[config.mk]
export PLATFORM = sky130hd
export DESIGN_NAME = mme_store
export DESIGN_NICKNAME = d
export VERILOG_FILES = /design/src/rtl/mme_pkg.sv /design/src/rtl/mme_store.sv
export SDC_FILE = /design/constraint.sdc
export NUM_CORES = 2
export LEC_CHECK = 0
export ABC_CLOCK_PERIOD_IN_PS = 3240
export BUFFER_PORTS_ARGS = -buffer_cell sky130_fd_sc_hd__buf_2
export CORE_MARGIN = 5
export CORE_UTILIZATION = 35
export CTS_BUF_LIST = sky130_fd_sc_hd__clkbuf_4
export DETAILED_ROUTE_END_ITERATION = 8
export SYNTH_ARGS = -nofsm -noshare
export SYNTH_HDL_FRONTEND = slang
export SYNTH_SLANG_ARGS = --single-unit
[constraint.sdc]
create_clock -name clk -period 3.24 [get_ports clk]
set_input_delay 0.162 -clock clk [delete_from_list [all_inputs] [get_ports clk]]
set_output_delay 0.162 -clock clk [all_outputs]
set_load 0.005 [all_outputs]
[src/rtl/mme_pkg.sv]
// Shared types, constants and helpers for the matrix multiply engine.
// No dependencies; every other file of the block refers to this package.
package mme_pkg;

  localparam int MAX_DIM_DEF = 8;
  localparam int CFG_W       = 4;
  localparam int DATA_W      = 32;
  localparam int POS_W       = 3;
  localparam int PROD_W      = 64;
  localparam int ACC_W       = 68;
  localparam int FRAC_W      = 16;
  localparam int PADDR_W     = 4;
  localparam int PDATA_W     = 32;

  localparam logic [1:0] CMD_LOAD_A = 2'd0;
  localparam logic [1:0] CMD_LOAD_B = 2'd1;
  localparam logic [1:0] CMD_START  = 2'd2;

  localparam logic [1:0] REG_A_ROWS = 2'd0;
  localparam logic [1:0] REG_INNER  = 2'd1;
  localparam logic [1:0] REG_B_COLS = 2'd2;

  localparam logic [CFG_W-1:0] DIM_RESET = CFG_W'(8);

  localparam logic signed [ACC_W-1:0] RND_HALF = ACC_W'(1) << (FRAC_W - 1);

  typedef enum logic {
    SEQ_IDLE,
    SEQ_RUN
  } seq_state_t;

  typedef struct packed {
    logic [1:0]               command;
    logic [POS_W-1:0]         row_index;
    logic [POS_W-1:0]         col_index;
    logic signed [DATA_W-1:0] element_value;
  } in_req_t;

  typedef struct packed {
    logic [POS_W-1:0]         out_row;
    logic [POS_W-1:0]         out_col;
    logic signed [DATA_W-1:0] out_value;
    logic                     last_element;
  } out_res_t;

  // travels alongside each product through the datapath
  typedef struct packed {
    logic             vld;
    logic             first;
    logic             last;
    logic             last_elem;
    logic [POS_W-1:0] row;
    logic [POS_W-1:0] col;
  } mac_tag_t;

  // zero acts as one, anything above the store size is clamped
  function automatic logic [CFG_W-1:0] eff_dim(input logic [CFG_W-1:0] v, input int maxd);
    if (v == '0) begin
      return CFG_W'(1);
    end
    if (int'(v) > maxd) begin
      return CFG_W'(maxd);
    end
    return v;
  endfunction

endpackage

[src/rtl/mme_store.sv]
// Element stores for A and B: one write port shared by loads, one registered read each.
// Depends on mme_pkg.
module mme_store #(
  parameter  int MAX_DIM = mme_pkg::MAX_DIM_DEF,
  localparam int DEPTH   = MAX_DIM * MAX_DIM,
  localparam int ADDR_W  = (DEPTH > 1) ? $clog2(DEPTH) : 1
) (
  input  logic                             clk,
  input  logic                             rd_en,
  input  logic                             wr_a,
  input  logic                             wr_b,
  input  logic [ADDR_W-1:0]                wr_addr,
  input  logic signed [mme_pkg::DATA_W-1:0] wr_data,
  input  logic [ADDR_W-1:0]                rd_addr_a,
  input  logic [ADDR_W-1:0]                rd_addr_b,
  output logic signed [mme_pkg::DATA_W-1:0] rd_a,
  output logic signed [mme_pkg::DATA_W-1:0] rd_b
);

  logic signed [mme_pkg::DATA_W-1:0] mem_a [DEPTH];
  logic signed [mme_pkg::DATA_W-1:0] mem_b [DEPTH];
  logic signed [mme_pkg::DATA_W-1:0] rd_a_r;
  logic signed [mme_pkg::DATA_W-1:0] rd_b_r;

  always_ff @(posedge clk) begin
    if (wr_a) begin
      mem_a[wr_addr] <= wr_data;
    end
    if (rd_en) begin
      rd_a_r <= mem_a[rd_addr_a];
    end
  end

  always_ff @(posedge clk) begin
    if (wr_b) begin
      mem_b[wr_addr] <= wr_data;
    end
    if (rd_en) begin
      rd_b_r <= mem_b[rd_addr_b];
    end
  end

  assign rd_a = rd_a_r;
  assign rd_b = rd_b_r;

endmodule

* After elaboration in Yosys (flattened, before gate mapping) *
Memory sizes are Yosys's and may differ from the RTL's. A register that Yosys moved wholly into a read port is not among the register bits.
Cells that the tools add are included.

storage, ports and cells
  flip-flop bits (word level) = 0
  latch bits = 0
  memory bits (writable) = 4096
  ROM bits = 0
  input port bits = 54
  word-level logic and storage cells = 6
  memories = 2

memories
  memory  depth  bits a word  rd ports  clocked after memory_dff  wr ports  RTL line         source
  mem_a   64     32           1         1                         1         mme_store.sv:20  logic signed [mme_pkg::DATA_W-1:0] mem_a [DEPTH];
  mem_b   64     32           1         1                         1         mme_store.sv:21  logic signed [mme_pkg::DATA_W-1:0] mem_b [DEPTH];

cells by class
  add/subtract/negate cells = 0
  $mul = 0
  divide/modulo/power cells = 0
  $lt $le $gt $ge = 0
  eq/ne operators = 0
  shifts and indexed selects = 0
  mux-type cells = 4
  bitwise logic cells = 0
  reductions and logical operators = 0

operator list
  cell     number
  $mux W1  4

* Longest topological paths before layout *
  depth in word-level cells = 2
  depth in mapped cells = 9
  mapped depth without buffers = 5

* Least setup slack after synthesis *
No wires, ideal clock.

  path type = input to register
  start point = in wr_addr[2]
  end point = mem mem_b[52][0] in the netlist's numbering (enable)
  setup time = 0.421 ns
  data arrival time = 2.618 ns
  data required time = 2.819 ns
  slack = 0.201 ns
  stages = 6
  path buffers = 2
  cell sequence = clkbuf_1 > or3b_2 > clkbuf_1 > inv_1 > nand2_1 > nor2_1

RTL lines
  element      RTL line         source
  from (decl)  mme_store.sv:12  input logic [ADDR_W-1:0] wr_addr,
  to (decl)    mme_store.sv:21

No word-level cell before the write port.

==> flow_summary_export.csv <==
group,metric,value,unit
timing,rsz0062_at_grt,"false",
detailed_routing,ant_nets,0,
placement,gp_congestion,0.804,
run_status,violations,"negative setup slack",
worst_setup_path,cp.depth,9,
layout,drive_gt1_share,38.0,%
yosys,syn_area,159000,um2
yosys,seq_area_frac_synth,78.7,%
detailed_routing,wl,437,mm
yosys,synth_top_cell_by_area,"edfxtp_1",
layout,syn_to_final_growth,17.6,%
power,cellPowerDensity,583,nW/um2
yosys,synth_top_area_share,78.7,%
worst_setup_path,r2r-start,"mem_b[3][25]$_DFFE_PP_",
power,seq_power_share,55.1,%
worst_setup_path,crit_slowest_cell,"dlygate4sd3_1",
timing,fin_ws,-0.0351,ns
timing,drv_slew,0,
layout,finish.utilization,41.3,%
detailed_routing,via_count,80993,
layout,mostFrequentLayoutCells,"edfxtp_1 (4,160), clkbuf_4 (1,490), mux4_2 (1,019), buf_4 (417), mux2i_1 (322)",
worst_setup_path,r2r-end,"rd_b[25]$_DFFE_PP_",
power,p_total,109,mW
power,p_sw,24.3,mW
timing,max_freq,305,MHz
power,p_sw_share,22.4,%
worst_setup_path,start_kind,"primary input",
worst_setup_path,end_kind,"flop",
detailed_routing,post-route-drc-count,0,
clock_network,clk_pin_slew_worst_paths,0.06,ns
yosys,ys.flop_type,"edfxtp_1",
timing,fin_skew,0.114,ns
clock_network,clockBufferDepth,5,
timing,setup_viol,1,
worst_setup_path,endpoint,"rd_b[7]$_DFFE_PP_",
timing,min_period,3.28,ns
layout,layout.nets,8419,
global_routing,gr-usage-all-layers,18.5,%
timing,worst_pin_slew,1.31,ns
clock_network,post-cts-setup-buffers,0,
worst_setup_path,cp.buffers_inverters,5,
yosys,synth_area_leaders,"edfxtp_1 (79%), mux4_2 (14%), mux2i_1 (2.0%)",
power,clockPowerShare,39.1,%
yosys,synth-edff-count,4160,
clock_network,clock-root-buffer,"clkbuf_4",
worst_setup_path,worst_ep_arrival_time,4.71,ns
worst_setup_path,worst-endpoint-required,4.67,ns
floorplanning,dieWidth,683,um
timing,relSlewSlack,11.7,%
yosys,synth_cell_types,52,
clock_network,cts_tree,"built",
floorplanning,core,452000,um2
timing,hold_violations,0,
flow_run,max_cap_violations,0,
detailed_routing,dr.pass1.iters,5,
floorplanning,die-area,467000,um2
clock_network,clock_latency,1.68,ns
detailed_routing,routed_via_density,5.39,
run_status,outcome,"complete, but fails checks",
power,p_leak,59.9,nW
worst_setup_path,cp_max_fo,45,
detailed_routing,routedWlPerCell,29.1,um
clock_network,cts_buffers,1097,
global_routing,antenna_found_initial,39,
floorplanning,row_count,247,
timing,period_share,101,%
power,comb_power_share,5.8,%
placement,io_buffers,117,
global_routing,grt_overflow,0,
worst_setup_path,cp_cell_sequence,"dlygate4sd3_1, buf_4, dlygate4sd3_1, buf_12, or3_1, buf_4, o22ai_1, nor3_1, o2bb2a_1",
yosys,syn_inst,6821,
detailed_routing,drtIter0Drc,8892,
placement,post-dp-hpwl,245,mm
global_routing,grt_pass1_vias,84670,
floorplanning,ios,118,
clock_network,clock-sinks,4160,
yosys,avgSynthCellArea,23.3,um2
global_routing,grt_max_degree,129,
worst_setup_path,critPathLaunch,"rd_addr_b[3]",
worst_setup_path,rrSetupSlack,0.09,ns
floorplanning,start_util,35.1,%
yosys,ys_ff_latch,4160,
clock_network,h-tree-depth,7,
worst_setup_path,crit_path_max_incr_delay,1.14,ns
worst_setup_path,crit_family,"buffers and inverters",
yosys,yosys_warnings,0,
timing,fin_setup_tns,-0.0351,ns
layout,fillers,39480,
yosys,synthArstFlopShare,0,%
worst_setup_path,reg2reg_depth,5,
layout,mostFrequentLayoutCell,"edfxtp_1",
floorplanning,chipHeight,683,um
min_path,min_path_type,"primary input to flop",
power,power.internal,84.4,mW
worst_setup_path,critPathKind,"primary input to flop",
global_routing,grt_pass1_wl,618,mm
power,ir_drop,0.362,mV
yosys,synth_fp_nets,6875,
state kept, by name, indices dropped and copies added, names as in the netlist:
register / cells
rd_a: 32
mem_b: 2048
mem_a: 2048
rd_b: 32
worst min-delay path by stage:
| stage | start | cells after the start | end |
|---|---|---|---|
| final | wr_data[22] | 4 | mem_a[0][22]$_DFFE_PP_ |
| after global routing | wr_b | 5 | mem_b[50][7]$_DFFE_PP_ |
| after CTS | wr_data[16] | 4 | mem_b[19][16]$_DFFE_PP_ |
| after detailed placement | wr_data[3] | 1 | mem_b[61][3]$_DFFE_PP_ |
| after global placement | wr_data[3] | 1 | mem_b[60][3]$_DFFE_PP_ |
| after floorplan | wr_data[0] | 0 | mem_a[0][0]$_DFFE_PP_ |
logic make-up after synthesis:
| family | Yosys count | synth area share [%] |
|---|---|---|
| AOI/OAI and AO/OA | 378 | 1.74 |
| buffers and inverters | 391 | 1.23 |
| DFF | 4160 | 78.7 |
| muxes | 1392 | 16.9 |
| and+or+nand+nor | 500 | 1.42 |
tightest hold or removal path: cells and delay by family:
family / cells / cell delay, ns
buffers and inverters: 4 / 1.42
timing repair:
action	4_1_cts	5_1_grt
gates resized for setup	0	2
hold buffers	185	0
hold endpoints to repair	8320	0
endpoints found under the setup margin	0	3
area by class of cell:
type | count | area, um2 | area share (%)
Antenna cell | 33 | 82.6 | 0.0443
Clock buffer | 1490 | 11200 | 6.00
Clock inverter | 252 | 1350 | 0.722
Inverter | 15 | 56.3 | 0.0302
Multi-Input combinational cell | 2270 | 32800 | 17.6
Sequential cell | 4160 | 125000 | 67.0
Tap cell | 5976 | 7480 | 4.01
Timing Repair Buffer | 821 | 8750 | 4.69
metrics by stage:
stage	instances	hold slack, ns	setup WS, ns	area, um2
after global routing	15007	0.0592	0.0248	187000
after CTS	14987	0.000237	0.0414	187000
final	15017	0.202	-0.0351	187000
after detailed placement	13060	0.435	-0.552	172000
after floorplan	6821	0.261	0.201	159000
after global placement	13060	0.432	-0.553	172000
cells in the mapped netlist, types with 3 or more instances:
cell / count
mux4_2: 1019
clkbuf_1: 142
a21oi_1: 42
and4b_1: 3
buf_1: 30
o31a_1: 4
nor2b_1: 37
and4bb_2: 3
nand4_1: 25
or3_1: 5
a311o_1: 4
inv_1: 15
o22ai_1: 62
or3b_2: 3
nand2_1: 192
nor2_1: 158
buf_4: 58
nand3_1: 25
o2bb2a_1: 19
nor3_1: 23
a32oi_1: 18
edfxtp_1: 4160
o21ai_0: 3
mux2i_1: 322
nand2b_1: 7
mux2_2: 51
o211ai_1: 52
a211oi_1: 27
nand3b_1: 9
o311ai_0: 4
buf_6: 13
a2111oi_0: 4
a2bb2oi_1: 3
a22oi_1: 121
a211oi_2: 4
buf_2: 133
routing by layer:
layer	up-vias	part of all wire [%]	global-route usage (%)
met5	-	0.018	0
met3	638	8.3	4.62
met2	3936	50	30.2
li1	32913	-	-
met4	12	2.8	6.90
met1	43494	39	24.1
power by group through the flow:
stage	sequential, mW	combinational, mW	clock (mW)
3_5_place_dp	61.1	6.07	0
2_1_floorplan	60.9	2.93	0
6_report	59.9	6.34	42.5
3_3_place_gp	61.0	5.96	0
4_1_cts	59.9	6.42	43.7
5_1_grt	59.9	6.68	46.6
Power figures use the tool's default switching activity.
