<file path="config.mk">
export PLATFORM = sky130hd
export DESIGN_NAME = mme_mac
export DESIGN_NICKNAME = d
export VERILOG_FILES = /design/src/rtl/mme_pkg.sv /design/src/rtl/mme_mac.sv
export SDC_FILE = /design/constraint.sdc
export NUM_CORES = 2
export LEC_CHECK = 0
export BUFFER_PORTS_ARGS = -buffer_cell sky130_fd_sc_hd__buf_4
export CORE_ASPECT_RATIO = 0.9
export CORE_MARGIN = 3
export CORE_UTILIZATION = 43
export CTS_CLUSTER_DIAMETER = 30
export CTS_CLUSTER_SIZE = 25
export DETAILED_ROUTE_END_ITERATION = 12
export PLACE_DENSITY = 0.66
export SYNTH_ARGS = -nofsm -noshare
export SYNTH_HDL_FRONTEND = slang
export SYNTH_SLANG_ARGS = --single-unit
</file>
<file path="constraint.sdc">
create_clock -name clk -period 10 [get_ports clk]
set_input_delay 1.5 -clock clk [delete_from_list [all_inputs] [get_ports clk]]
set_output_delay 1.5 -clock clk [all_outputs]
set_load 0.005 [all_outputs]
</file>
<file path="src/rtl/mme_pkg.sv">
// Shared types, constants and helpers for the matrix multiply engine.
// No dependencies; every other file of the block refers to this package.
package mme_pkg;

  localparam int MAX_DIM_DEF = 8;
  localparam int CFG_W       = 4;
  localparam int DATA_W      = 32;
  localparam int POS_W       = 3;
  localparam int PROD_W      = 64;
  localparam int ACC_W       = 68;
  localparam int FRAC_W      = 16;
  localparam int PADDR_W     = 4;
  localparam int PDATA_W     = 32;

  localparam logic [1:0] CMD_LOAD_A = 2'd0;
  localparam logic [1:0] CMD_LOAD_B = 2'd1;
  localparam logic [1:0] CMD_START  = 2'd2;

  localparam logic [1:0] REG_A_ROWS = 2'd0;
  localparam logic [1:0] REG_INNER  = 2'd1;
  localparam logic [1:0] REG_B_COLS = 2'd2;

  localparam logic [CFG_W-1:0] DIM_RESET = CFG_W'(8);

  localparam logic signed [ACC_W-1:0] RND_HALF = ACC_W'(1) << (FRAC_W - 1);

  typedef enum logic {
    SEQ_IDLE,
    SEQ_RUN
  } seq_state_t;

  typedef struct packed {
    logic [1:0]               command;
    logic [POS_W-1:0]         row_index;
    logic [POS_W-1:0]         col_index;
    logic signed [DATA_W-1:0] element_value;
  } in_req_t;

  typedef struct packed {
    logic [POS_W-1:0]         out_row;
    logic [POS_W-1:0]         out_col;
    logic signed [DATA_W-1:0] out_value;
    logic                     last_element;
  } out_res_t;

  // travels alongside each product through the datapath
  typedef struct packed {
    logic             vld;
    logic             first;
    logic             last;
    logic             last_elem;
    logic [POS_W-1:0] row;
    logic [POS_W-1:0] col;
  } mac_tag_t;

  // zero acts as one, anything above the store size is clamped
  function automatic logic [CFG_W-1:0] eff_dim(input logic [CFG_W-1:0] v, input int maxd);
    if (v == '0) begin
      return CFG_W'(1);
    end
    if (int'(v) > maxd) begin
      return CFG_W'(maxd);
    end
    return v;
  endfunction

endpackage

</file>
<file path="src/rtl/mme_mac.sv">
// Datapath: multiply, exact accumulate, round to Q16.16 with saturation, output register.
// Depends on mme_pkg; fed by mme_store read data and the mme_seq tag.
module mme_mac (
  input  logic                              clk,
  input  logic                              rst_n,
  input  mme_pkg::mac_tag_t                 tag_in,
  input  logic signed [mme_pkg::DATA_W-1:0] a_data,
  input  logic signed [mme_pkg::DATA_W-1:0] b_data,
  input  logic                              out_stall,
  output logic                              adv,
  output logic                              out_valid,
  output mme_pkg::out_res_t                 out_data
);

  localparam int QW = mme_pkg::ACC_W - mme_pkg::FRAC_W;

  mme_pkg::mac_tag_t tag1_r, tag2_r, tag3_r;
  logic signed [mme_pkg::PROD_W-1:0] prod_r, prod_nxt;
  logic signed [mme_pkg::ACC_W-1:0]  acc_r, acc_nxt, rnd;
  logic signed [QW-1:0]              q;
  logic [QW-mme_pkg::DATA_W:0]       q_hi;
  logic signed [mme_pkg::DATA_W-1:0] sat_val;
  logic                              out_valid_r;
  mme_pkg::out_res_t                 out_data_r;

  assign adv = !(out_valid_r && out_stall);

  assign prod_nxt = mme_pkg::PROD_W'(a_data) * mme_pkg::PROD_W'(b_data);

  always_comb begin
    acc_nxt = acc_r;
    if (tag2_r.vld) begin
      acc_nxt = (tag2_r.first ? '0 : acc_r) + mme_pkg::ACC_W'(prod_r);
    end
  end

  // round half up, then clamp to 32 bits
  assign rnd  = acc_r + mme_pkg::RND_HALF;
  assign q    = QW'(rnd >>> mme_pkg::FRAC_W);
  assign q_hi = q[QW-1:mme_pkg::DATA_W-1];

  always_comb begin
    if ((&q_hi) || !(|q_hi)) begin
      sat_val = q[mme_pkg::DATA_W-1:0];
    end else if (q[QW-1]) begin
      sat_val = {1'b1, {(mme_pkg::DATA_W-1){1'b0}}};
    end else begin
      sat_val = {1'b0, {(mme_pkg::DATA_W-1){1'b1}}};
    end
  end

  always_ff @(posedge clk) begin
    if (!rst_n) begin
      tag1_r      <= '0;
      tag2_r      <= '0;
      tag3_r      <= '0;
      out_valid_r <= 1'b0;
    end else if (adv) begin
      tag1_r      <= tag_in;
      tag2_r      <= tag1_r;
      tag3_r      <= tag2_r;
      out_valid_r <= tag3_r.vld && tag3_r.last;
    end
  end

  always_ff @(posedge clk) begin
    if (adv) begin
      prod_r <= prod_nxt;
      acc_r  <= acc_nxt;
      if (tag3_r.vld && tag3_r.last) begin
        out_data_r.out_row      <= tag3_r.row;
        out_data_r.out_col      <= tag3_r.col;
        out_data_r.out_value    <= sat_val;
        out_data_r.last_element <= tag3_r.last_elem;
      end
    end
  end

  assign out_valid = out_valid_r;
  assign out_data  = out_data_r;

endmodule

</file>
Yosys cells after proc, flatten, opt, wreduce, memory -nomap -nowiden
Index checks and enable logic that the tools add are counted. W data, S select, Z words.

Mux-type cells: 3. $add $sub $neg: 2. Bitwise operators: 1. $mul: 1. Reduce and logical (&&, ||, !) cells: 9.

Operators by type and width (number): $add A68 B17 Y68 const B (1); $add A68 B68 Y68 (1); $mux W68 (1); $mul A32 B32 Y64 (1); $mux W32 (2); $reduce_and A21 Y1 (1); $reduce_or A21 Y1 (1); $reduce_and A2 Y1 (2); $logic_and A1 B1 Y1 (2); $logic_not A1 Y1 (2); $logic_or A1 B1 Y1 (1); $not A1 Y1 (1).

Word-level logic and storage cells: 40. Output and inout port bits: 41. Register bits after elaboration: 201.

Longest topological paths before layout
Word-level depth: 5. Gate-level depth with buffers: 31. Mapped depth without buffers: 29.

Worst setup path after synthesis
OpenSTA, ideal clock, no wires.

Kind: input to register. Start: input port a_data[31] (netlist bit). End: register prod_r[63] (netlist bit) (data pin). Stages: 28. Arrival time: 9.007 ns. Setup time: 0.260 ns. Buffers on the path: 1. Slack: 0.733 ns. Cell sequence: clkbuf_1 -> nand2_1 -> inv_1 -> fa_1 -> inv_1 -> fa_1 -> inv_1 -> fa_1 -> fa_1 -> inv_1 -> fa_1 -> inv_1 -> fa_1 -> inv_1 -> fa_1 -> inv_1 -> fa_1 -> ha_1 -> a21o_1 -> a21oi_1 -> nor2b_1 -> o21ai_0 -> a221o_1 -> a31oi_1 -> o21ai_0 -> a221oi_1 -> o21bai_1 -> xnor2_1.

Longest elaborated chain between the ends: 1.

RTL lines: start: declaration (line mme_mac.sv:7) `input logic signed [mme_pkg::DATA_W-1:0] a_data,`; $mul A32 B32 Y64 (line mme_mac.sv:28) `assign prod_nxt = mme_pkg::PROD_W'(a_data) * mme_pkg::PROD_W'(b_data);`; named net prod_nxt (one bit) (line mme_mac.sv:18) `logic signed [mme_pkg::PROD_W-1:0] prod_r, prod_nxt;`; end signal: assignment (line mme_mac.sv:68) `prod_r <= prod_nxt;`; end: declaration (line mme_mac.sv:18).

The timed path passes the listed nets, and every way through them passes these cells. A chain may end at the register's enable or synchronous reset.

Worst setup path after layout
Start: input port b_data[3] (netlist bit). End: register prod_r[63] (netlist bit) (data pin).

Longest elaborated chain between the ends: 1.

RTL lines: start: declaration (line mme_mac.sv:8) `input logic signed [mme_pkg::DATA_W-1:0] b_data,`; $mul A32 B32 Y64 (line mme_mac.sv:28); named net prod_nxt (one bit) (line mme_mac.sv:18).

The timed path passes the listed nets, and every way through them passes these cells.

==> out/metrics.yaml <==
status:
  outcome: "completed"
drt:
  avgRoutedWirePerCell_um: 18.9
  overall_routed_net_length_mm: 123
  dr.pass1.iters: 5
  route.vias.total: 33900
  antenna_violating_nets_post_route: 0
  remaining_drc_errors: 0
  vias_per_cell: 5.22
  detail_route.iter0.violations: 2421
hold_path:
  holdCritPathClass: "reg2reg"
cts:
  cts.root.buffer_cell: "sky130_fd_sc_hd__clkbuf_16"
  post_cts_gate_resize_count: 0
  cts-htree-levels: 1
  cts.clk_slew.worst_paths_ps: 60
  clock_tree_from_tritoncts: "yes"
  post-cts-setup-buffers: 0
  clock_insertion_delay_worst_skew_ps: 560
  numClockSinks: 201
  cts_buffers: 30
  clk_path_buf_depth: 3
  postCtsHoldBufs: 0
floorplanning:
  floorplan.initialDensity: 0.437
  placement_rows: 115
  core_um2: 110000
  ios: 118
  floorplan.die.width_um: 358
  die_y_um: 323
  design.die.area_um2: 116000
synthesis:
  syn-cell-area_um2: 48100
  post-synth-top-count-cell: "sky130_fd_sc_hd__fa_1"
  post-synth-top-area-cell: "sky130_fd_sc_hd__fa_1"
  synth.area.top_cells: "sky130_fd_sc_hd__fa_1 (45%), sky130_fd_sc_hd__edfxtp_1 (11%), sky130_fd_sc_hd__inv_1 (8.3%), sky130_fd_sc_hd__ha_1 (6.6%), sky130_fd_sc_hd__and2_1 (6.5%)"
  synth.top_cells.by_count: "sky130_fd_sc_hd__fa_1 (1083), sky130_fd_sc_hd__inv_1 (1064), sky130_fd_sc_hd__nand2_1 (661)"
  synthesis.nets: 6504
  post_synthesis_cells: 5092
  postSynth.asyncResetShare: 0
  synth-seq-cells: 201
  warning_count_from_the_yosys_run: 0
  yosys_most_used_dff: "sky130_fd_sc_hd__edfxtp_1"
  synth-seq-area-share: 0.119
  synth-edff-count: 171
  syn-mean-instance-area_um2: 9.44
  synth.top_cell.area_share: 0.451
  count_of_cell_types_in_the_netlist: 69
layout:
  share_of_final_layout_standard_cells_stronger_than_drive_strength_1: 0.0449
  finalNetCount: 6424
  antennaDiodeCount: 0
  area_delta_synth_final_pct: 6.34
  stdcell_area_um2: 51100
sta:
  clock-skew-final_ps: 12.9
  grt_setup_unrepaired: "no"
  final.setup.tns_ps: 0
  period_share: 0.915
  finalHoldWorstSlack_ps: 435
  worst_slack_ps: 853
  finalCriticalPeriod_ps: 9150
  max_clock_freq_mhz: 109
  report.final.setup_viol: 0
  report.final.hold_viol_count: 0
  finalMaxSlewViolations: 0
  max_slew.worst_pin.slew_ps: 1010
  max-slew-margin-rel: 0.325
critical_path:
  timing.critical_path.arrival_ps: 9450
  crit_path_kind: "in2reg"
  timing.critical_path.required_ps: 10300
  crit_path_end_kind: "register"
  path_max_fanout: 32
  setup.worst_path.start_class: "input port"
global_route:
  antenna_violations_before_repair: 3
  track_usage: 0.219
  grt_start_max_net_pins: 62
  grt_pass1_vias: 36100
  grt_first_pass_wirelength_mm: 200
  grt-ovfl-total: 0
placed_design:
  placement.setup.worst_slack_ps: 226
  gp_congestion: 0.933
  buffers_on_ports: 117
  detailed_place_hpwl_mm: 99.5
  dpl-instance-area_um2: 50000
job:
  timing.max_cap.violations: 0
-- path summary, 6_finish.rpt --
check	startpoint	to	slack, ps	depth (start not counted)
worst min register to register	tag3_r[0]	out_data[33]	430	0
worst max-delay path	b_data[3]	prod_r[63]	850	22
worst min-delay path	tag3_r[0]	out_data[33]	430	0
worst max register to register	tag2_r[8]	acc_r[62]	5130	14
-- sequential cells by signal, summed over array words and instances (netlist names) --
| name | flops |
|---|---|
| tag2_r | 10 |
| out_data | 39 |
| tag1_r | 10 |
| prod_r | 64 |
| tag3_r | 9 |
| out_valid | 1 |
| acc_r | 68 |
-- layout make-up --
cell class | instances | area [µm²]
Fill cell | 10400 | 59000
Timing Repair Buffer | 148 | 1110
Clock buffer | 32 | 779
Sequential cell | 201 | 5740
Multi-Input combinational cell | 3567 | 37300
Tap cell | 1462 | 1830
Inverter | 1064 | 4000
Clock inverter | 24 | 322
-- worst max-delay path, cell delays in order --
cell,delay (ps)
sky130_fd_sc_hd__buf_4,330
sky130_fd_sc_hd__and2_1,260
sky130_fd_sc_hd__fa_1,480
sky130_fd_sc_hd__fa_1,490
sky130_fd_sc_hd__fa_1,920
sky130_fd_sc_hd__fa_1,550
sky130_fd_sc_hd__fa_1,500
sky130_fd_sc_hd__fa_1,560
sky130_fd_sc_hd__fa_1,430
sky130_fd_sc_hd__fa_1,480
sky130_fd_sc_hd__ha_1,390
sky130_fd_sc_hd__a21o_1,190
sky130_fd_sc_hd__a21o_1,160
sky130_fd_sc_hd__a21oi_1,260
sky130_fd_sc_hd__o2111ai_1,160
sky130_fd_sc_hd__a211oi_1,500
sky130_fd_sc_hd__nor2_1,190
sky130_fd_sc_hd__a31oi_1,260
sky130_fd_sc_hd__o21ai_0,230
sky130_fd_sc_hd__a221oi_1,330
sky130_fd_sc_hd__o21bai_1,110
sky130_fd_sc_hd__xnor2_1,130
-- cells in the final DEF (no fill, tap or decap), types with 52 or more instances in the layout --
master and count:
sky130_fd_sc_hd__a21oi_1 136, sky130_fd_sc_hd__inv_1 1063, sky130_fd_sc_hd__xor2_1 76, sky130_fd_sc_hd__nand3_1 52, sky130_fd_sc_hd__ha_1 252, sky130_fd_sc_hd__nor2b_1 72, sky130_fd_sc_hd__and2_1 496, sky130_fd_sc_hd__fa_1 1083
sky130_fd_sc_hd__xnor2_1 93, sky130_fd_sc_hd__nor2_1 116, sky130_fd_sc_hd__nand2_1 661, sky130_fd_sc_hd__buf_4 148, sky130_fd_sc_hd__edfxtp_1 171, sky130_fd_sc_hd__a21o_1 72, sky130_fd_sc_hd__o21ai_0 83
-- metrics by stage --
step	std cells	utilization
2_1_floorplan	5092	-
3_3_place_gp	6442	0.454
3_5_place_dp	6442	0.454
4_1_cts	6498	0.464
5_1_grt	6498	0.464
6_report	6498	0.464
-- logic make-up after synthesis --
logic type,Yosys count,synth area share
flops,201,0.119
buf+inv,1324,0.104
mux,5,0.00109
xor+xnor,169,0.0308
fa+ha+maj,1335,0.517
simple gates,1545,0.160
compound gates,513,0.0683
-- per-layer routing --
layer,up-vias,part of all wire,GRT usage
met2,1191,0.43,0.333
met4,2,0.016,0.0379
met3,136,0.092,0.0543
met1,17400,0.46,0.322
li1,15200,-,-
met5,-,0.00011,0
Power is not shown: default switching activity piles up to over one toggle a cycle in this logic, so the estimate is an artifact.
