$ cat src/rtl/mme_pkg.sv
// Shared types, constants and helpers for the matrix multiply engine.
// No dependencies; every other file of the block refers to this package.
package mme_pkg;

  localparam int MAX_DIM_DEF = 8;
  localparam int CFG_W       = 4;
  localparam int DATA_W      = 32;
  localparam int POS_W       = 3;
  localparam int PROD_W      = 64;
  localparam int ACC_W       = 68;
  localparam int FRAC_W      = 16;
  localparam int PADDR_W     = 4;
  localparam int PDATA_W     = 32;

  localparam logic [1:0] CMD_LOAD_A = 2'd0;
  localparam logic [1:0] CMD_LOAD_B = 2'd1;
  localparam logic [1:0] CMD_START  = 2'd2;

  localparam logic [1:0] REG_A_ROWS = 2'd0;
  localparam logic [1:0] REG_INNER  = 2'd1;
  localparam logic [1:0] REG_B_COLS = 2'd2;

  localparam logic [CFG_W-1:0] DIM_RESET = CFG_W'(8);

  localparam logic signed [ACC_W-1:0] RND_HALF = ACC_W'(1) << (FRAC_W - 1);

  typedef enum logic {
    SEQ_IDLE,
    SEQ_RUN
  } seq_state_t;

  typedef struct packed {
    logic [1:0]               command;
    logic [POS_W-1:0]         row_index;
    logic [POS_W-1:0]         col_index;
    logic signed [DATA_W-1:0] element_value;
  } in_req_t;

  typedef struct packed {
    logic [POS_W-1:0]         out_row;
    logic [POS_W-1:0]         out_col;
    logic signed [DATA_W-1:0] out_value;
    logic                     last_element;
  } out_res_t;

  // travels alongside each product through the datapath
  typedef struct packed {
    logic             vld;
    logic             first;
    logic             last;
    logic             last_elem;
    logic [POS_W-1:0] row;
    logic [POS_W-1:0] col;
  } mac_tag_t;

  // zero acts as one, anything above the store size is clamped
  function automatic logic [CFG_W-1:0] eff_dim(input logic [CFG_W-1:0] v, input int maxd);
    if (v == '0) begin
      return CFG_W'(1);
    end
    if (int'(v) > maxd) begin
      return CFG_W'(maxd);
    end
    return v;
  endfunction

endpackage

$ cat src/rtl/mme_seq.sv
// Sequencer: walks i, j, k over the result and issues one store read pair per cycle while adv is high.
// Depends on mme_pkg.
module mme_seq #(
  parameter  int MAX_DIM = mme_pkg::MAX_DIM_DEF,
  localparam int DEPTH   = MAX_DIM * MAX_DIM,
  localparam int ADDR_W  = (DEPTH > 1) ? $clog2(DEPTH) : 1
) (
  input  logic                        clk,
  input  logic                        rst_n,
  input  logic                        adv,
  input  logic                        start,
  input  logic [mme_pkg::CFG_W-1:0]   dim_m,
  input  logic [mme_pkg::CFG_W-1:0]   dim_n,
  input  logic [mme_pkg::CFG_W-1:0]   dim_p,
  output logic                        busy,
  output logic [ADDR_W-1:0]           a_addr,
  output logic [ADDR_W-1:0]           b_addr,
  output mme_pkg::mac_tag_t           tag
);

  localparam int IDX_W  = (MAX_DIM > 1) ? $clog2(MAX_DIM) : 1;
  localparam int EXT_W  = ADDR_W + IDX_W + 1;

  mme_pkg::seq_state_t state_r, state_nxt;
  logic [IDX_W-1:0] i_r, i_nxt, j_r, j_nxt, k_r, k_nxt;
  logic [IDX_W-1:0] lim_m_r, lim_m_nxt, lim_n_r, lim_n_nxt, lim_p_r, lim_p_nxt;
  logic             k_end, j_end, i_end, issue;

  assign k_end = (k_r == lim_n_r);
  assign j_end = (j_r == lim_p_r);
  assign i_end = (i_r == lim_m_r);

  always_comb begin
    state_nxt = state_r;
    case (state_r)
      mme_pkg::SEQ_IDLE: begin
        if (start) begin
          state_nxt = mme_pkg::SEQ_RUN;
        end
      end
      mme_pkg::SEQ_RUN: begin
        if (adv && k_end && j_end && i_end) begin
          state_nxt = mme_pkg::SEQ_IDLE;
        end
      end
      default: state_nxt = mme_pkg::SEQ_IDLE;
    endcase
  end

  always_comb begin
    busy  = 1'b0;
    issue = 1'b0;
    case (state_r)
      mme_pkg::SEQ_IDLE: begin
        busy  = 1'b0;
        issue = 1'b0;
      end
      mme_pkg::SEQ_RUN: begin
        busy  = 1'b1;
        issue = adv;
      end
      default: begin
        busy  = 1'b0;
        issue = 1'b0;
      end
    endcase
  end

  always_comb begin
    i_nxt     = i_r;
    j_nxt     = j_r;
    k_nxt     = k_r;
    lim_m_nxt = lim_m_r;
    lim_n_nxt = lim_n_r;
    lim_p_nxt = lim_p_r;
    if (start && (state_r == mme_pkg::SEQ_IDLE)) begin
      i_nxt     = '0;
      j_nxt     = '0;
      k_nxt     = '0;
      lim_m_nxt = IDX_W'(dim_m - mme_pkg::CFG_W'(1));
      lim_n_nxt = IDX_W'(dim_n - mme_pkg::CFG_W'(1));
      lim_p_nxt = IDX_W'(dim_p - mme_pkg::CFG_W'(1));
    end else if (issue) begin
      if (!k_end) begin
        k_nxt = k_r + IDX_W'(1);
      end else begin
        k_nxt = '0;
        if (!j_end) begin
          j_nxt = j_r + IDX_W'(1);
        end else begin
          j_nxt = '0;
          i_nxt = i_r + IDX_W'(1);
        end
      end
    end
  end

  always_ff @(posedge clk) begin
    if (!rst_n) begin
      state_r <= mme_pkg::SEQ_IDLE;
      i_r     <= '0;
      j_r     <= '0;
      k_r     <= '0;
      lim_m_r <= '0;
      lim_n_r <= '0;
      lim_p_r <= '0;
    end else begin
      state_r <= state_nxt;
      i_r     <= i_nxt;
      j_r     <= j_nxt;
      k_r     <= k_nxt;
      lim_m_r <= lim_m_nxt;
      lim_n_r <= lim_n_nxt;
      lim_p_r <= lim_p_nxt;
    end
  end

  assign a_addr = ADDR_W'(EXT_W'(i_r) * EXT_W'(MAX_DIM) + EXT_W'(k_r));
  assign b_addr = ADDR_W'(EXT_W'(k_r) * EXT_W'(MAX_DIM) + EXT_W'(j_r));

  always_comb begin
    tag.vld       = issue;
    tag.first     = (k_r == '0);
    tag.last      = k_end;
    tag.last_elem = k_end && j_end && i_end;
    tag.row       = mme_pkg::POS_W'(i_r);
    tag.col       = mme_pkg::POS_W'(j_r);
  end

endmodule

$ cat config.mk
export PLATFORM = sky130hd
export DESIGN_NAME = mme_seq
export DESIGN_NICKNAME = d
export VERILOG_FILES = /design/src/rtl/mme_pkg.sv /design/src/rtl/mme_seq.sv
export SDC_FILE = /design/constraint.sdc
export NUM_CORES = 1
export LEC_CHECK = 0
export BUFFER_PORTS_ARGS = -buffer_cell sky130_fd_sc_hd__buf_2
export CAP_MARGIN = 25
export CORE_ASPECT_RATIO = 0.6
export CORE_MARGIN = 3
export CORE_UTILIZATION = 48
export CTS_BUF_LIST = sky130_fd_sc_hd__clkbuf_16
export CTS_CLUSTER_SIZE = 12
export DETAILED_ROUTE_END_ITERATION = 12
export PLACE_DENSITY = 0.89
export SYNTH_ARGS = -nofsm -noshare
export SYNTH_HDL_FRONTEND = slang
export SYNTH_SLANG_ARGS = --single-unit
$ cat constraint.sdc
create_clock -name clk -period 1.77 [get_ports clk]
set_clock_uncertainty 0.2 [all_clocks]
set_input_delay 0.2655 -clock clk [delete_from_list [all_inputs] [get_ports clk]]
set_output_delay 0.2655 -clock clk [all_outputs]
set_load 0.01 [all_outputs]
Word level (Yosys, flattened, before mapping). Index checks and enable logic that the tools add are counted.

Eq/ne operators: 3. Div/mod/pow operators: 0. Shift-type cells: 0. Add/subtract/negate cells: 8. Mux-type cells: 7. $lt $le $gt $ge: 0. Reductions and logical operators: 10. $mul: 0. Bitwise gates (word level): 2.

Operator list (number): adder 6 x 3 -> 6 bit (2); adder 3 x 1 -> 3 bit (second input constant) (3); equality test 3 bit (3); subtractor 3 x 1 -> 3 bit (second input constant) (3); logical AND 1 bit (6); two-way mux 3 bit (2); one-hot mux 1 bit (2 select lines) (3); zero test 3 bit (1); AND reduction 3 bit (1); two-way mux 1 bit (2); NOT 1 bit (2); AND reduction 2 bit (1); OR reduction 2 bit (1).

ROM bits: 0. Bits in writable memories: 0. Register bits: 19. Memories kept: 0. Output and inout port bits: 23. Input bits: 16. Logic and storage cells: 37. Bits in latches: 0.

Longest topological paths before layout.
Depth after elaboration: 6. Depth in mapped cells: 6. Depth with buffers taken out: 5.

Least setup slack after synthesis. Ideal clock, no wire load.

Path kind: flip-flop to flip-flop. From: register k_r[0]. To: register i_r[2]. Arrival: 1.421 ns. Buffers on the path: 1. Slack: 0.079 ns. Clock period less this slack: 1.691 ns. Required time: 1.500 ns. Stages on the path, launching flop included: 6. Library setup time: 0.070 ns. Cell sequence: dfxtp_1 xnor2_1 nand4_1 buf_2 or4_1 a21oi_1.

Word-level cells in the longest chain between the ends: 2.

RTL lines: start: declaration (RTL line mme_seq.sv:25) `logic [IDX_W-1:0] i_r, i_nxt, j_r, j_nxt, k_r, k_nxt;`; start signal: assignment (RTL line mme_seq.sv:111) `k_r <= k_nxt;`; equality test 3 bit (RTL line mme_seq.sv:29) `assign k_end = (k_r == lim_n_r);`; AND reduction 3 bit (no source line); end signal: assignment (RTL line mme_seq.sv:109) `i_r <= i_nxt;`; end: declaration (RTL line mme_seq.sv:25).

Every way passes these cells. A chain may end at the register's enable or synchronous reset.

Final worst setup path.
From: register lim_n_r[0]. To: register j_r[2].

Word-level cells in the longest chain between the ends: 2.

RTL lines: start: declaration (RTL line mme_seq.sv:26) `logic [IDX_W-1:0] lim_m_r, lim_m_nxt, lim_n_r, lim_n_nxt, lim_p_r, lim_p_nxt;`; start signal: assignment (RTL line mme_seq.sv:113) `lim_n_r <= lim_n_nxt;`; equality test 3 bit (RTL line mme_seq.sv:29); AND reduction 2 bit (no source line); end signal: assignment (RTL line mme_seq.sv:110) `j_r <= j_nxt;`; end: declaration (RTL line mme_seq.sv:25).

Every way passes these cells.

==> flow_summary_export.csv <==
group,metric,value,unit
worst_setup_path,critPathSlowestCell,"or4b_1",
sta,hold_violations,0,
worst_setup_path,cp.arrival,1870,ps
clock_network,cts_tree,"yes",
synthesis,syn_avg_cell_area,8.479,um^2
global_route,grt_max_degree,19,
synthesis,syn_area,1102,um^2
clock_network,cts_buffers,3,
floorplanning,die_area,2926,um^2
clock_network,cts.clk_slew.worst_paths,60,ps
worst_setup_path,worstPathCellList,"xnor2_2 -> buf_4 -> nand4_1 -> or4b_1 -> a31oi_1",
pwr,p_per_area,790.3,nW/um^2
route,vias,1065,
synthesis,async_flop_share,0,
route,dr_wl_met3,247,um
route,dr_wl_met2,1399,um
clock_network,root_buffer,"clkbuf_16",
placement,dp_hpwl,1939,um
synthesis,yosysTopAreaCell,"dfxtp_1",
route,wl_met1,1362,um
floorplanning,die_w,67.87,um
clock_network,cts.sinks,19,
global_route,antenna_found_initial,0,
worst_setup_path,cp_top_family,"simple AND/OR/NAND/NOR gates",
pwr,vdd_ir_drop_max,0.8213,mV
placement,placed_cells,186,
floorplanning,dieHeight,43.12,um
floorplanning,core,2012,um^2
status,status,"finished, violations left",
synthesis,synth_top_area_frac,0.3451,
worst_setup_path,worstSetupEndpointType,"register",
sta,worst_pin_slew,305.4,ps
pwr,p_switching,0.3255,mW
global_route,grt_usage,0.2084,
pwr,switching_share,0.2674,
sta,rsz0062_at_grt,"yes",
pwr,seqPwrFrac,0.390,
pwr,p_comb_frac,0.225,
synthesis,ys_warn_count,0,
finish,finalNonFillerCells,201,
worst_setup_path,cp_max_fo,4,
worst_setup_path,worstSetupStartpointType,"register",
synthesis,syn_inst,130,
worst_setup_path,required,1750,ps
sta,finalMaxSlewViolations,0,
finish,final_cell_mix,"buf_2 (34), buf_4 (18), nand2_1 (17)",
pwr,clkPwrFrac,0.385,
finish,mostFrequentLayoutCell,"buf_2",
finish,antenna_cells,0,
global_route,grt-ovfl-total,0,
synthesis,synth_cell_type_count,28,
worst_setup_path,max_stage_delay,570,ps
route,routedWlPerCell,15.37,um
synthesis,ys_ff_latch,19,
floorplanning,ioPinCount,39,
flow_run,drv_cap,0,
sta,hold_ws,95.14,ps
placement,io_buffers,35,
route,drtIter0Drc,123,
sta,fin_crit,1898,ps
sta,fmax,526.8,MHz
placement,pre_cts_ws,38.26,ps
route,drc,0,
route,top_layer,"met4",
finish,multiInputGateArea,650.6,um^2
route,firstDrtPassIters,4,
worst_setup_path,crit_type,"reg -> reg",
placement,routabilityCongestion,0.8317,
synthesis,ys_seq_area_frac,0.3451,
synthesis,synth_nets,153,
pwr,p_leak,0.8070,nW
finish,nets,197,
clock_network,cts_buffer_depth,2,
hold_path,hold_path.class,"in -> reg",
finish,regArea,402.9,um^2
finish,fin_area,1540,um^2
finish,syn2layout_area_growth,39.73,%
global_route,grt_pass1_wl,4533,um
route,via_per_inst,5.299,
finish,fill_cells,119,
sta,final.setup.worst_slack,-128.1,ps
sta,relSlewSlack,0.7946,
status,violations,"negative setup slack",
route,postRouteAntennaNets,0,
route,wirelength,3089,um
worst_setup_path,critPathBufInv,1,
clock_network,htree_levels,1,
synthesis,synth_edf_count,0,
placement,dpl-instance-area,1274,um^2
pwr,internal_power,0.8917,mW
sta,setup_viol,6,
sta,period_share,1.072,
floorplanning,rows,12,
clock_network,insertion_delay,260,ps
finish,drive_gt1_frac,0.4740,
global_route,grt_pass1_vias,957,
synthesis,synthFlopType,"dfxtp_1",
floorplanning,initial_utilization,0.5479,
synthesis,synthTopCellsByArea,"dfxtp_1 (35%), xnor2_1 (9.5%), o211a_1 (8.2%)",
-- timing repair --
| item | CTS | global route |
|---|---|---|
| gates cloned | 0 | 0 |
| setup buffers | 4 | 7 |
| hold buffers | 0 | 0 |
| gates resized for setup | 11 | 18 |
| setup endpoints to repair | 1 | 8 |
| pin swaps | 4 | 8 |
-- sequential cells by signal, indices dropped and copies added, names as in the netlist --
register,flops
i_r,3
j_r,3
k_r,3
lim_m_r,3
lim_n_r,3
lim_p_r,3
state_r,1
-- synth_stat cells (3+ instances only) --
library cell,number
inv_1,11
a21oi_1,5
clkbuf_1,3
nand3_1,8
o211a_1,9
nor2b_1,4
o21ai_0,3
ha_1,7
buf_4,11
dfxtp_1,19
nand2_1,17
nor2_1,3
xnor2_1,12
-- worst min-delay path, stage by stage --
cell and delay [ps]:
buf_2 90, nand2_1 40, o211a_1 110
-- final timing paths --
kind	slack, ps	from	to	cells past startpoint
max	-130	lim_n_r[0]	j_r[2]	5
min	100	dim_p[0]	lim_p_r[0]	3
max reg2reg	-130	lim_n_r[0]	j_r[2]	5
min reg2reg	300	j_r[0]	j_r[0]	1
-- per-layer routing --
metal / vias to the layer above / track usage
li1: 517 / -
met1: 477 / 0.2769
met2: 60 / 0.3153
met3: 11 / 0.07143
met4: 0 / 0.06324
met5: - / 0
-- through the flow --
step | total power [mW] | utilization | TNS, ps
2_1_floorplan | 0.5987 | - | 0
3_3_place_gp | 0.6426 | 0.6331 | 0
3_5_place_dp | 0.6534 | 0.6331 | 0
4_1_cts | 1.147 | 0.7071 | 0
5_1_grt | 1.265 | 0.7655 | -690.8
6_report | 1.217 | 0.7655 | -435.5
-- cell type report --
cell class	instances	share of cell area
Sequential cell	19	0.2616
Multi-Input combinational cell	84	0.4224
Clock inverter	1	0.002437
Inverter	12	0.02924
Clock buffer	3	0.04874
Timing Repair Buffer	54	0.2128
Tap cell	28	0.02275
-- logic make-up (layout without fill, tap and decap cells) --
| family | after synthesis | in the layout | share of synthesized area |
|---|---|---|---|
| simple gates | 43 | 43 | 0.1952 |
| xor+xnor | 12 | 12 | 0.09535 |
| mux | 1 | 1 | 0.009081 |
| buf+inv | 27 | 70 | 0.1305 |
| flops | 19 | 19 | 0.3451 |
| compound gates | 21 | 21 | 0.1453 |
| fa+ha+maj | 7 | 7 | 0.07945 |
-- power by group through the flow --
| stage | registers, mW | logic [mW] | clock network, mW |
|---|---|---|---|
| after global placement | 0.477 | 0.166 | 0 |
| after floorplan | 0.476 | 0.123 | 0 |
| final | 0.474 | 0.274 | 0.469 |
| after CTS | 0.472 | 0.204 | 0.471 |
| after global routing | 0.476 | 0.293 | 0.496 |
| after detailed placement | 0.479 | 0.175 | 0 |
(Power assumes the default switching activity.)
